<file path="src/design/slum_pkg.sv">
// Shared types, constants and helpers for the span list union merge block.
package slum_pkg;

	localparam int LIST_DEPTH  = 16;
	localparam int LEN_BITS    = 32;
	localparam int IDX_W       = $clog2(LIST_DEPTH);
	localparam int CNT_W       = $clog2(LIST_DEPTH + 1);
	localparam int NUM_BANKS   = 2;
	localparam int BANK_W      = $clog2(NUM_BANKS);
	localparam int RAM_DEPTH   = NUM_BANKS * LIST_DEPTH;
	localparam int RAM_AW      = BANK_W + IDX_W;
	localparam int MAX_RUNS    = 2 * LIST_DEPTH - 1;
	localparam int NOUT_W      = $clog2(MAX_RUNS + 1);
	localparam int JOB_Q_DEPTH = NUM_BANKS;
	localparam int JOB_Q_AW    = $clog2(JOB_Q_DEPTH);
	localparam int JOB_Q_LW    = $clog2(JOB_Q_DEPTH + 1);
	localparam int RUN_Q_DEPTH = 4;
	localparam int RUN_Q_AW    = $clog2(RUN_Q_DEPTH);
	localparam int RUN_Q_LW    = $clog2(RUN_Q_DEPTH + 1);

	typedef logic [1:0]          color_t;
	typedef logic [LEN_BITS-1:0] len_t;

	localparam color_t COL_WHITE = 2'd0;
	localparam color_t COL_GRAY  = 2'd1;
	localparam color_t COL_BLACK = 2'd2;
	localparam color_t COL_RSVD  = 2'd3;

	typedef struct packed {
		logic        list_sel;
		logic [1:0]  seg_color;
		logic [31:0] seg_length;
		logic        seg_last;
	} seg_req_t;

	typedef struct packed {
		logic [1:0]  run_color;
		logic [31:0] run_length;
		logic        run_last;
		logic        dropped;
	} run_rsp_t;

	// One stored segment
	typedef struct packed {
		len_t   len;
		color_t color;
	} seg_ent_t;

	typedef struct packed {
		logic              en;
		logic [RAM_AW-1:0] addr;
		seg_ent_t          data;
	} ram_wr_t;

	// A complete pair of lists, ready for merging
	typedef struct packed {
		logic [BANK_W-1:0] bank;
		logic [CNT_W-1:0]  cnt_a;
		logic [CNT_W-1:0]  cnt_b;
		logic              drop;
	} job_t;

	// One cut piece, or the end-of-list marker when fin is set
	typedef struct packed {
		logic   valid;
		logic   fin;
		color_t color;
		len_t   len;
		logic   drop;
	} piece_t;

	typedef enum logic [1:0] {
		WK_IDLE,
		WK_FETCH,
		WK_STEP
	} walk_state_t;

	function automatic color_t color_max(color_t a, color_t b);
		return (a > b) ? a : b;
	endfunction

	function automatic len_t sat_add(len_t a, len_t b);
		logic [LEN_BITS:0] s;
		s = {1'b0, a} + {1'b0, b};
		return s[LEN_BITS] ? '1 : s[LEN_BITS-1:0];
	endfunction

endpackage

</file>
<file path="src/design/slum_ram.sv">
// Generic single-write, single-read RAM with registered read data.
module slum_ram #(
	parameter int WIDTH = 8,
	parameter int DEPTH = 16
) (
	input  logic                     clk,
	input  logic                     we,
	input  logic [$clog2(DEPTH)-1:0] waddr,
	input  logic [WIDTH-1:0]         wdata,
	input  logic [$clog2(DEPTH)-1:0] raddr,
	output logic [WIDTH-1:0]         rdata
);

	logic [WIDTH-1:0] mem_q [DEPTH];

	always_ff @(posedge clk) begin
		if (we) begin
			mem_q[waddr] <= wdata;
		end
		rdata <= mem_q[raddr];
	end

endmodule

</file>
<file path="src/design/slum_front.sv">
// Front end: accepts segments, stores them per list and bank, hands off complete pairs.
module slum_front import slum_pkg::*; (
	input  logic     clk,
	input  logic     arst_n,
	input  logic     push,
	input  seg_req_t seg,
	input  logic     job_full,
	output ram_wr_t  wr_a,
	output ram_wr_t  wr_b,
	output logic     job_push,
	output job_t     job
);

	logic [CNT_W-1:0]  cnt_a_q, cnt_b_q, cnt_a_n, cnt_b_n;
	logic              done_a_q, done_b_q, done_a_n, done_b_n;
	logic              drop_q, drop_n;
	logic [BANK_W-1:0] bank_q;
	logic              acc;
	seg_ent_t          ent;

	always_comb begin
		acc       = push && !job_full;
		ent.len   = LEN_BITS'(seg.seg_length);
		ent.color = (seg.seg_color == COL_RSVD) ? COL_BLACK : seg.seg_color;
		cnt_a_n   = cnt_a_q;
		cnt_b_n   = cnt_b_q;
		done_a_n  = done_a_q;
		done_b_n  = done_b_q;
		drop_n    = drop_q;
		wr_a.en   = 1'b0;
		wr_a.addr = {bank_q, cnt_a_q[IDX_W-1:0]};
		wr_a.data = ent;
		wr_b.en   = 1'b0;
		wr_b.addr = {bank_q, cnt_b_q[IDX_W-1:0]};
		wr_b.data = ent;
		if (acc) begin
			if (!seg.list_sel) begin
				if (done_a_q) begin
					drop_n = 1'b1;
				end else begin
					if (cnt_a_q < CNT_W'(LIST_DEPTH)) begin
						wr_a.en = 1'b1;
						cnt_a_n = cnt_a_q + CNT_W'(1);
					end else begin
						drop_n = 1'b1;
					end
					if (seg.seg_last) begin
						done_a_n = 1'b1;
					end
				end
			end else begin
				if (done_b_q) begin
					drop_n = 1'b1;
				end else begin
					if (cnt_b_q < CNT_W'(LIST_DEPTH)) begin
						wr_b.en = 1'b1;
						cnt_b_n = cnt_b_q + CNT_W'(1);
					end else begin
						drop_n = 1'b1;
					end
					if (seg.seg_last) begin
						done_b_n = 1'b1;
					end
				end
			end
		end
		job_push  = acc && done_a_n && done_b_n;
		job.bank  = bank_q;
		job.cnt_a = cnt_a_n;
		job.cnt_b = cnt_b_n;
		job.drop  = drop_n;
	end

	// Hand the pair to the back end and start filling the other bank
	always_ff @(posedge clk or negedge arst_n) begin
		if (!arst_n) begin
			cnt_a_q  <= '0;
			cnt_b_q  <= '0;
			done_a_q <= 1'b0;
			done_b_q <= 1'b0;
			drop_q   <= 1'b0;
			bank_q   <= '0;
		end else if (job_push) begin
			cnt_a_q  <= '0;
			cnt_b_q  <= '0;
			done_a_q <= 1'b0;
			done_b_q <= 1'b0;
			drop_q   <= 1'b0;
			bank_q   <= bank_q + BANK_W'(1);
		end else if (acc) begin
			cnt_a_q  <= cnt_a_n;
			cnt_b_q  <= cnt_b_n;
			done_a_q <= done_a_n;
			done_b_q <= done_b_n;
			drop_q   <= drop_n;
		end
	end

endmodule

</file>
<file path="src/design/slum_job_q.sv">
// Short queue of complete list pairs between the front and back ends.
module slum_job_q import slum_pkg::*; (
	input  logic clk,
	input  logic arst_n,
	input  logic wr,
	input  job_t wdata,
	input  logic rd,
	output job_t head,
	output logic full,
	output logic empty
);

	job_t                mem_q [JOB_Q_DEPTH];
	logic [JOB_Q_AW-1:0] wp_q, rp_q;
	logic [JOB_Q_LW-1:0] lvl_q;

	assign full  = (lvl_q == JOB_Q_LW'(JOB_Q_DEPTH));
	assign empty = (lvl_q == '0);
	assign head  = mem_q[rp_q];

	always_ff @(posedge clk) begin
		if (wr) begin
			mem_q[wp_q] <= wdata;
		end
	end

	always_ff @(posedge clk or negedge arst_n) begin
		if (!arst_n) begin
			wp_q  <= '0;
			rp_q  <= '0;
			lvl_q <= '0;
		end else begin
			if (wr) begin
				wp_q <= wp_q + JOB_Q_AW'(1);
			end
			if (rd) begin
				rp_q <= rp_q + JOB_Q_AW'(1);
			end
			lvl_q <= lvl_q + JOB_Q_LW'(wr) - JOB_Q_LW'(rd);
		end
	end

endmodule

</file>
<file path="src/design/slum_run_q.sv">
// Output queue of merged runs.
module slum_run_q import slum_pkg::*; (
	input  logic                clk,
	input  logic                arst_n,
	input  logic                wr,
	input  run_rsp_t            wdata,
	input  logic                rd,
	output run_rsp_t            head,
	output logic                empty,
	output logic [RUN_Q_LW-1:0] level
);

	run_rsp_t            mem_q [RUN_Q_DEPTH];
	logic [RUN_Q_AW-1:0] wp_q, rp_q;
	logic [RUN_Q_LW-1:0] lvl_q;
	logic                rd_ok;

	assign rd_ok = rd && (lvl_q != '0);
	assign empty = (lvl_q == '0);
	assign head  = mem_q[rp_q];
	assign level = lvl_q;

	always_ff @(posedge clk) begin
		if (wr) begin
			mem_q[wp_q] <= wdata;
		end
	end

	always_ff @(posedge clk or negedge arst_n) begin
		if (!arst_n) begin
			wp_q  <= '0;
			rp_q  <= '0;
			lvl_q <= '0;
		end else begin
			if (wr) begin
				wp_q <= wp_q + RUN_Q_AW'(1);
			end
			if (rd_ok) begin
				rp_q <= rp_q + RUN_Q_AW'(1);
			end
			lvl_q <= lvl_q + RUN_Q_LW'(wr) - RUN_Q_LW'(rd_ok);
		end
	end

endmodule

</file>
<file path="src/design/slum_back.sv">
// Back end: walks both stored lists, cuts pieces, coalesces them into runs.
module slum_back import slum_pkg::*; (
	input  logic                clk,
	input  logic                arst_n,
	input  logic                job_empty,
	input  job_t                job,
	output logic                job_pop,
	output logic [RAM_AW-1:0]   rd_addr_a,
	output logic [RAM_AW-1:0]   rd_addr_b,
	input  seg_ent_t            rd_a,
	input  seg_ent_t            rd_b,
	input  logic [RUN_Q_LW-1:0] rq_level,
	output logic                rq_push,
	output run_rsp_t            rq_data
);

	walk_state_t       state_q, state_n;
	logic [CNT_W-1:0]  ia_q, ib_q;
	len_t              ra_q, rb_q, ra_n, rb_n;
	color_t            ca_q, cb_q;
	logic              need_a_q, need_b_q;
	logic              a_live, b_live, adv_a, adv_b, room, step_go, start;
	len_t              eff_a, eff_b;
	color_t            eff_ca, eff_cb;
	logic [LEN_BITS:0] diff;
	logic              a_lt;
	logic [RUN_Q_LW:0] need_lvl;
	piece_t            piece, tok_s1;

	logic              open_q, open_n;
	color_t            cur_color_q, cur_color_n;
	len_t              cur_len_q, cur_len_n;
	logic [NOUT_W-1:0] nout_q, nout_n;

	assign rd_addr_a = {job.bank, ia_q[IDX_W-1:0]};
	assign rd_addr_b = {job.bank, ib_q[IDX_W-1:0]};

	// Walker datapath
	always_comb begin
		a_live   = ia_q < job.cnt_a;
		b_live   = ib_q < job.cnt_b;
		eff_a    = need_a_q ? rd_a.len : ra_q;
		eff_b    = need_b_q ? rd_b.len : rb_q;
		eff_ca   = need_a_q ? rd_a.color : ca_q;
		eff_cb   = need_b_q ? rd_b.color : cb_q;
		diff     = {1'b0, eff_a} - {1'b0, eff_b};
		a_lt     = diff[LEN_BITS];
		need_lvl = (RUN_Q_LW + 1)'(rq_level) + (RUN_Q_LW + 1)'(tok_s1.valid);
		room     = need_lvl < (RUN_Q_LW + 1)'(RUN_Q_DEPTH);
	end

	// Walker next state
	always_comb begin
		state_n = state_q;
		unique case (state_q)
			WK_IDLE: begin
				if (!job_empty) begin
					state_n = WK_FETCH;
				end
			end
			WK_FETCH: begin
				state_n = WK_STEP;
			end
			WK_STEP: begin
				if (room) begin
					state_n = (!a_live && !b_live) ? WK_IDLE : WK_FETCH;
				end
			end
			default: state_n = WK_IDLE;
		endcase
	end

	// Walker outputs
	always_comb begin
		start       = (state_q == WK_IDLE) && !job_empty;
		step_go     = (state_q == WK_STEP) && room;
		job_pop     = 1'b0;
		adv_a       = 1'b0;
		adv_b       = 1'b0;
		ra_n        = eff_a;
		rb_n        = eff_b;
		piece.valid = 1'b0;
		piece.fin   = 1'b0;
		piece.color = COL_WHITE;
		piece.len   = '0;
		piece.drop  = job.drop;
		if (step_go) begin
			piece.valid = 1'b1;
			priority if (!a_live && !b_live) begin
				piece.fin = 1'b1;
				job_pop   = 1'b1;
			end else if (!a_live) begin
				piece.color = eff_cb;
				piece.len   = eff_b;
				adv_b       = 1'b1;
			end else if (!b_live) begin
				piece.color = eff_ca;
				piece.len   = eff_a;
				adv_a       = 1'b1;
			end else begin
				piece.color = color_max(eff_ca, eff_cb);
				piece.len   = a_lt ? eff_a : eff_b;
				ra_n        = a_lt ? '0 : diff[LEN_BITS-1:0];
				rb_n        = a_lt ? (len_t'(0) - diff[LEN_BITS-1:0]) : '0;
				adv_a       = (ra_n == '0);
				adv_b       = (rb_n == '0);
			end
		end
	end

	always_ff @(posedge clk or negedge arst_n) begin
		if (!arst_n) begin
			state_q  <= WK_IDLE;
			ia_q     <= '0;
			ib_q     <= '0;
			need_a_q <= 1'b0;
			need_b_q <= 1'b0;
			tok_s1   <= '0;
		end else begin
			state_q <= state_n;
			tok_s1  <= piece;
			if (start) begin
				ia_q     <= '0;
				ib_q     <= '0;
				need_a_q <= 1'b1;
				need_b_q <= 1'b1;
			end else if (step_go) begin
				ia_q     <= ia_q + CNT_W'(adv_a);
				ib_q     <= ib_q + CNT_W'(adv_b);
				need_a_q <= adv_a;
				need_b_q <= adv_b;
			end
		end
	end

	// Hold the remaining length and colour of a partly cut segment
	always_ff @(posedge clk) begin
		if (step_go) begin
			ra_q <= ra_n;
			rb_q <= rb_n;
			ca_q <= eff_ca;
			cb_q <= eff_cb;
		end
	end

	// Coalescer
	always_comb begin
		open_n             = open_q;
		cur_color_n        = cur_color_q;
		cur_len_n          = cur_len_q;
		nout_n             = nout_q;
		rq_push            = 1'b0;
		rq_data.run_color  = cur_color_q;
		rq_data.run_length = 32'(cur_len_q);
		rq_data.run_last   = 1'b0;
		rq_data.dropped    = tok_s1.drop;
		if (tok_s1.valid) begin
			if (tok_s1.fin) begin
				rq_push            = 1'b1;
				rq_data.run_color  = open_q ? cur_color_q : COL_WHITE;
				rq_data.run_length = open_q ? 32'(cur_len_q) : 32'd0;
				rq_data.run_last   = 1'b1;
				open_n             = 1'b0;
				nout_n             = '0;
			end else if (tok_s1.len != '0) begin
				priority if (!open_q) begin
					open_n      = 1'b1;
					cur_color_n = tok_s1.color;
					cur_len_n   = tok_s1.len;
				end else if (tok_s1.color == cur_color_q ||
						nout_q >= NOUT_W'(MAX_RUNS - 1)) begin
					cur_len_n = sat_add(cur_len_q, tok_s1.len);
				end else begin
					rq_push     = 1'b1;
					nout_n      = nout_q + NOUT_W'(1);
					cur_color_n = tok_s1.color;
					cur_len_n   = tok_s1.len;
				end
			end
		end
	end

	always_ff @(posedge clk or negedge arst_n) begin
		if (!arst_n) begin
			open_q <= 1'b0;
			nout_q <= '0;
		end else begin
			open_q <= open_n;
			nout_q <= nout_n;
		end
	end

	always_ff @(posedge clk) begin
		cur_color_q <= cur_color_n;
		cur_len_q   <= cur_len_n;
	end

endmodule

</file>
<file path="src/design/span_list_union_merge.sv">
// Span list union merge. Segments of two run-length lists (A and B) are pushed one per
// cycle while full is low; each list closes with its last flag. When both lists are closed
// the pair is handed to the merge engine and the front end immediately starts filling a
// second store bank, so loading the next pair overlaps merging the current one; full rises
// only while both banks hold unmerged pairs. The merge engine cuts the two lists at every
// boundary; each cut piece takes a fetch state for the store read and a step state for
// the cut, and the step waits while the result queue lacks room. Cut pieces are
// registered before they are coalesced into runs.
// Runs come out of a four-entry result queue; dropped reports lost segments of that pair.
module span_list_union_merge import slum_pkg::*; (
	input  logic     clk,
	input  logic     arst_n,
	input  logic     push,
	output logic     full,
	input  seg_req_t seg,
	output logic     empty,
	input  logic     pop,
	output run_rsp_t run
);

	ram_wr_t             wr_a, wr_b;
	logic                job_push, job_pop, job_full, job_empty;
	job_t                job_in, job_head;
	logic [RAM_AW-1:0]   rd_addr_a, rd_addr_b;
	seg_ent_t            rd_a, rd_b;
	logic                rq_push;
	run_rsp_t            rq_data;
	logic [RUN_Q_LW-1:0] rq_level;

	// Stall the input while both banks hold pairs waiting for the merge
	assign full = job_full;

	slum_front u_front (
		.clk      (clk),
		.arst_n   (arst_n),
		.push     (push),
		.seg      (seg),
		.job_full (job_full),
		.wr_a     (wr_a),
		.wr_b     (wr_b),
		.job_push (job_push),
		.job      (job_in)
	);

	// First-list store, two banks
	slum_ram #(
		.WIDTH ($bits(seg_ent_t)),
		.DEPTH (RAM_DEPTH)
	) u_store_a (
		.clk   (clk),
		.we    (wr_a.en),
		.waddr (wr_a.addr),
		.wdata (wr_a.data),
		.raddr (rd_addr_a),
		.rdata (rd_a)
	);

	// Second-list store, two banks
	slum_ram #(
		.WIDTH ($bits(seg_ent_t)),
		.DEPTH (RAM_DEPTH)
	) u_store_b (
		.clk   (clk),
		.we    (wr_b.en),
		.waddr (wr_b.addr),
		.wdata (wr_b.data),
		.raddr (rd_addr_b),
		.rdata (rd_b)
	);

	slum_job_q u_job_q (
		.clk    (clk),
		.arst_n (arst_n),
		.wr     (job_push),
		.wdata  (job_in),
		.rd     (job_pop),
		.head   (job_head),
		.full   (job_full),
		.empty  (job_empty)
	);

	slum_back u_back (
		.clk       (clk),
		.arst_n    (arst_n),
		.job_empty (job_empty),
		.job       (job_head),
		.job_pop   (job_pop),
		.rd_addr_a (rd_addr_a),
		.rd_addr_b (rd_addr_b),
		.rd_a      (rd_a),
		.rd_b      (rd_b),
		.rq_level  (rq_level),
		.rq_push   (rq_push),
		.rq_data   (rq_data)
	);

	slum_run_q u_run_q (
		.clk    (clk),
		.arst_n (arst_n),
		.wr     (rq_push),
		.wdata  (rq_data),
		.rd     (pop),
		.head   (run),
		.empty  (empty),
		.level  (rq_level)
	);

	// A pair is never handed off while both banks are busy
	a_job_no_overflow: assert property (@(posedge clk) disable iff (!arst_n)
		job_push |-> !job_full)
		else $error("pair request pushed into a full job queue");

	// The merge engine only retires a pair that is present
	a_job_no_underflow: assert property (@(posedge clk) disable iff (!arst_n)
		job_pop |-> !job_empty)
		else $error("job queue popped while empty");

	// Room check in the merge engine keeps the result queue from overflowing
	a_run_no_overflow: assert property (@(posedge clk) disable iff (!arst_n)
		rq_push |-> (rq_level != RUN_Q_LW'(RUN_Q_DEPTH)))
		else $error("run request pushed into a full result queue");

	// A pair with no pending merge cannot make the front stall
	a_full_needs_jobs: assert property (@(posedge clk) disable iff (!arst_n)
		full |-> !job_empty)
		else $error("input stalled with no pair waiting");

endmodule

</file>
<file path="config.mk">
export PLATFORM = sky130hd
export DESIGN_NAME = span_list_union_merge
export DESIGN_NICKNAME = d
export VERILOG_FILES = /design/src/design/slum_pkg.sv /design/src/design/slum_ram.sv /design/src/design/slum_front.sv /design/src/design/slum_job_q.sv /design/src/design/slum_run_q.sv /design/src/design/slum_back.sv /design/src/design/span_list_union_merge.sv
export SDC_FILE = /design/constraint.sdc
export NUM_CORES = 2
export LEC_CHECK = 0
export ABC_AREA = 1
export BUFFER_PORTS_ARGS = -buffer_cell sky130_fd_sc_hd__buf_2
export CORE_UTILIZATION = 50
export CTS_BUF_LIST = sky130_fd_sc_hd__clkbuf_16
export DETAILED_ROUTE_END_ITERATION = 10
export PLACE_DENSITY = 0.61
export SYNTH_ARGS = -nofsm -noshare
export SYNTH_HDL_FRONTEND = slang
export SYNTH_SLANG_ARGS = --single-unit
</file>
<file path="constraint.sdc">
create_clock -name clk -period 12.2 [get_ports clk]
set_clock_uncertainty 0.2 [all_clocks]
set_input_delay 0.61 -clock clk [delete_from_list [all_inputs] [get_ports clk]]
set_output_delay 0.61 -clock clk [all_outputs]
set_load 0.05 [all_outputs]
</file>
==> flow_metrics.tcl <==
set metrics [dict create \
    status "finished, violations left" \
    violations "DRC" \
    hold_buffers 6 \
    core_area_mm2 0.2121 \
    wirelength_um 312700 \
    antenna_left 0 \
    fin_crit_sh_pct 53.66 \
    synth-main-ff-cell "edfxtp_1" \
    grt_util_all_layers_pct 28.65 \
    hold_viol 0 \
    drc 34 \
    finalNetCount 8955 \
    synth_warnings 0 \
    max-cap-violations 0 \
    holdWs_ns 0.09491 \
    dr_total_vias 71446 \
    drt_iter0_markers 8579 \
    detailedPlace.worstSlack_ns 5.741 \
    rsz0062_at_grt "no" \
    vias_per_cell 6.039 \
    cp_data_arrival_time_ns 7.17 \
    avgSynthCellArea_um2 12.13 \
    firstDrtPassIters 10 \
    postCtsSetupRepairBufs 0 \
    fin_util_pct 56.24 \
    setup_tns_ns 0 \
    setup.worst_path.class "reg2reg" \
    critPathMaxStageDelay_ns 0.67 \
    routedWlPerCell_um 26.43 \
    start_util_pct 50.36 \
    crit_path_end_kind "register" \
    syn-instance-count 8805 \
    synth_top_cell_by_area "edfxtp_1" \
    syn_area_mm2 0.1068 \
    cts_max_level 5 \
    crit_top_cell "nand2_1" \
    fp.dieArea_mm2 0.2155 \
    setup_viol 0 \
    die_h_um 464.2 \
    io_buffers 77 \
    netlist_top_cells_area "edfxtp_1 69%, o21ai_0 6.5%, nor2_1 5.1%, nand2_1 3.0%, o22ai_1 2.2%" \
    layout-drive-gt1-share_pct 8.775 \
    worst-endpoint-required_ns 12.82 \
    grt_max_degree 223 \
    place.gp.congestion 0.9371 \
    numCtsBuffers 283 \
    clock-root-buffer "clkbuf_16" \
    hpwl_um 171700 \
    ys_seq_area_share_pct 71.96 \
    cts_tree "yes" \
    synth_nets 8947 \
    grt_pass1_vias 67060 \
    max_freq_mhz 152.7 \
    worstPathMaxFanout 37 \
    startpoint_type "register" \
    ys_types 55 \
    grt_first_pass_wirelength_um 454600 \
    fin_crit_ns 6.547 \
    clk_pin_slew_worst_paths_ns 0.06 \
    clkSinkCount 2596 \
    min_path_type "in2async" \
    syn_to_final_growth_pct 11.68 \
    synth_top_area_share_pct 68.77 \
    maxSlewViolCount 0 \
    critPathSlowestCell "nand2_1" \
    die_w_um 464.2 \
    async_flop_share_pct 3.159 \
    clk_latency_ns 0.97 \
    cts_buffer_depth 4 \
    tightestPinTransition_ns 1.263 \
    pin_count 78 \
    core.rowCount 169 \
    overflow 0 \
    layout_common_cells "2446 x edfxtp_1, 1381 x o21ai_0, 1376 x nor2_1, 846 x nand2_1, 549 x inv_1" \
    setup_ws_ns 5.653 \
    powerDensity_mw_per_mm2 210.1 \
    maxSlewHeadroom_pct 15.82 \
    ys_seq_elements 2596 \
    synth_edf_count 2446 \
    ir_worst_vdd_mv 0.1685 \
    antenna_found_initial 13 \
    p_leak_nw 41.35 \
    cts_resized 0 \
    final_common_cell "edfxtp_1" \
]
==> final timing paths <==
| kind | to | depth (start not counted) | slack [ns] | from |
|---|---|---|---|---|
| max | u_back.ib_q[4] | 27 | 5.65 | u_back.need_a_q |
| min | u_back.tok_s1[3] | 2 | 0.09 | arst_n |
| max reg2reg | u_back.ib_q[4] | 27 | 5.65 | u_back.need_a_q |
| min reg2reg | u_run_q.mem_q[3][0] | 0 | 0.29 | u_back.rq_data[0] |
| max in group asynchronous | u_back.ib_q[0] | 3 | 10.48 | arst_n |
| min in group clk | u_front.done_b_q | 4 | 0.12 | push |
==> metal layers <==
metal  global-route usage, %  vias up  part of all wire (%)
met2                   44.57     3257                    46
met4                   9.111        2                   3.0
met3                   4.237      495                   8.5
li1                        -    32031                     -
met5                       0        -                0.0042
met1                   41.60    35661                    42
==> layout make-up <==
cell class	instances	area, um^2
well taps	2821	3530
clock buffers	288	7207
flip-flops and latches	2596	76890
inverters	518	1983
repair buffers	252	1817
multi-input cells	5162	26560
diodes	7	17.52
fillers	17181	92800
clock inverters	187	1277
==> synth_stat cells, types with 16 or more instances <==
library cell	n
nand2_1	847
inv_1	491
a31oi_1	26
mux2i_1	16
a211oi_1	35
xor2_1	31
edfxtp_1	2446
dfxtp_1	68
xnor2_1	17
o22ai_1	383
o211ai_1	67
inv_2	22
a21oi_1	65
nor2_2	23
nand3_1	293
nor3_1	16
dfrtp_1	82
nand2_2	20
buf_1	30
nor2_1	1450
ha_1	99
clkbuf_1	496
o221ai_1	208
nand4_1	98
o21ai_0	1381
==> power by group <==
| group | switching (mW) | internal [mW] |
|---|---|---|
| clock | 3.36 | 4.63 |
| sequential | 0.290 | 10.3 |
| combinational | 4.76 | 1.72 |
==> stage by stage <==
stage                     instance area, um^2  power, mW  std cells
after CTS                              119300      25.08      11824
after global routing                   119300      26.17      11826
final                                  119300      25.06      11831
after detailed placement               110700      17.15      11343
after global placement                 110700      17.10      11343
after floorplan                        106800      15.05       8805
==> flip-flops by register name (all words and copies together), names as in the netlist, 3 cells and up <==
signal / count
u_back.rb_q: 32
u_back.tok_s1: 36
u_run_q.level: 3
u_store_b.rdata: 34
u_back.cur_len_q: 32
u_store_b.mem_q: 1088
u_run_q.mem_q: 144
u_back.ra_q: 32
u_job_q.mem_q: 24
u_back.ib_q: 5
u_store_a.rdata: 34
u_front.cnt_a_q: 5
u_store_a.mem_q: 1088
u_front.cnt_b_q: 5
u_back.nout_q: 5
u_back.ia_q: 5
==> critical path, delay by kind of cell (launching register included) <==
kind	cells	cell delay, ns
DFF	1	0.64
buffers and inverters	3	1.09
AOI/OAI and AO/OA	2	0.22
adders and majority gates	3	0.73
muxes	1	0.43
and+or+nand+nor	18	3.07
==> logic make-up (layout without fill, tap and decap cells) <==
group / count (synthesis) / count (layout) / share of synthesized area [%]
fa+ha+maj: 102 / 102 / 1.216
buf+inv: 1047 / 1245 / 3.691
other cells: 0 / 7 / 0
compound gates: 2211 / 2211 / 11.92
simple gates: 2778 / 2778 / 10.59
xor+xnor: 48 / 48 / 0.3936
flops: 2596 / 2596 / 71.96
mux: 23 / 23 / 0.2237
No activity file was read; power rests on OpenSTA's default activity.
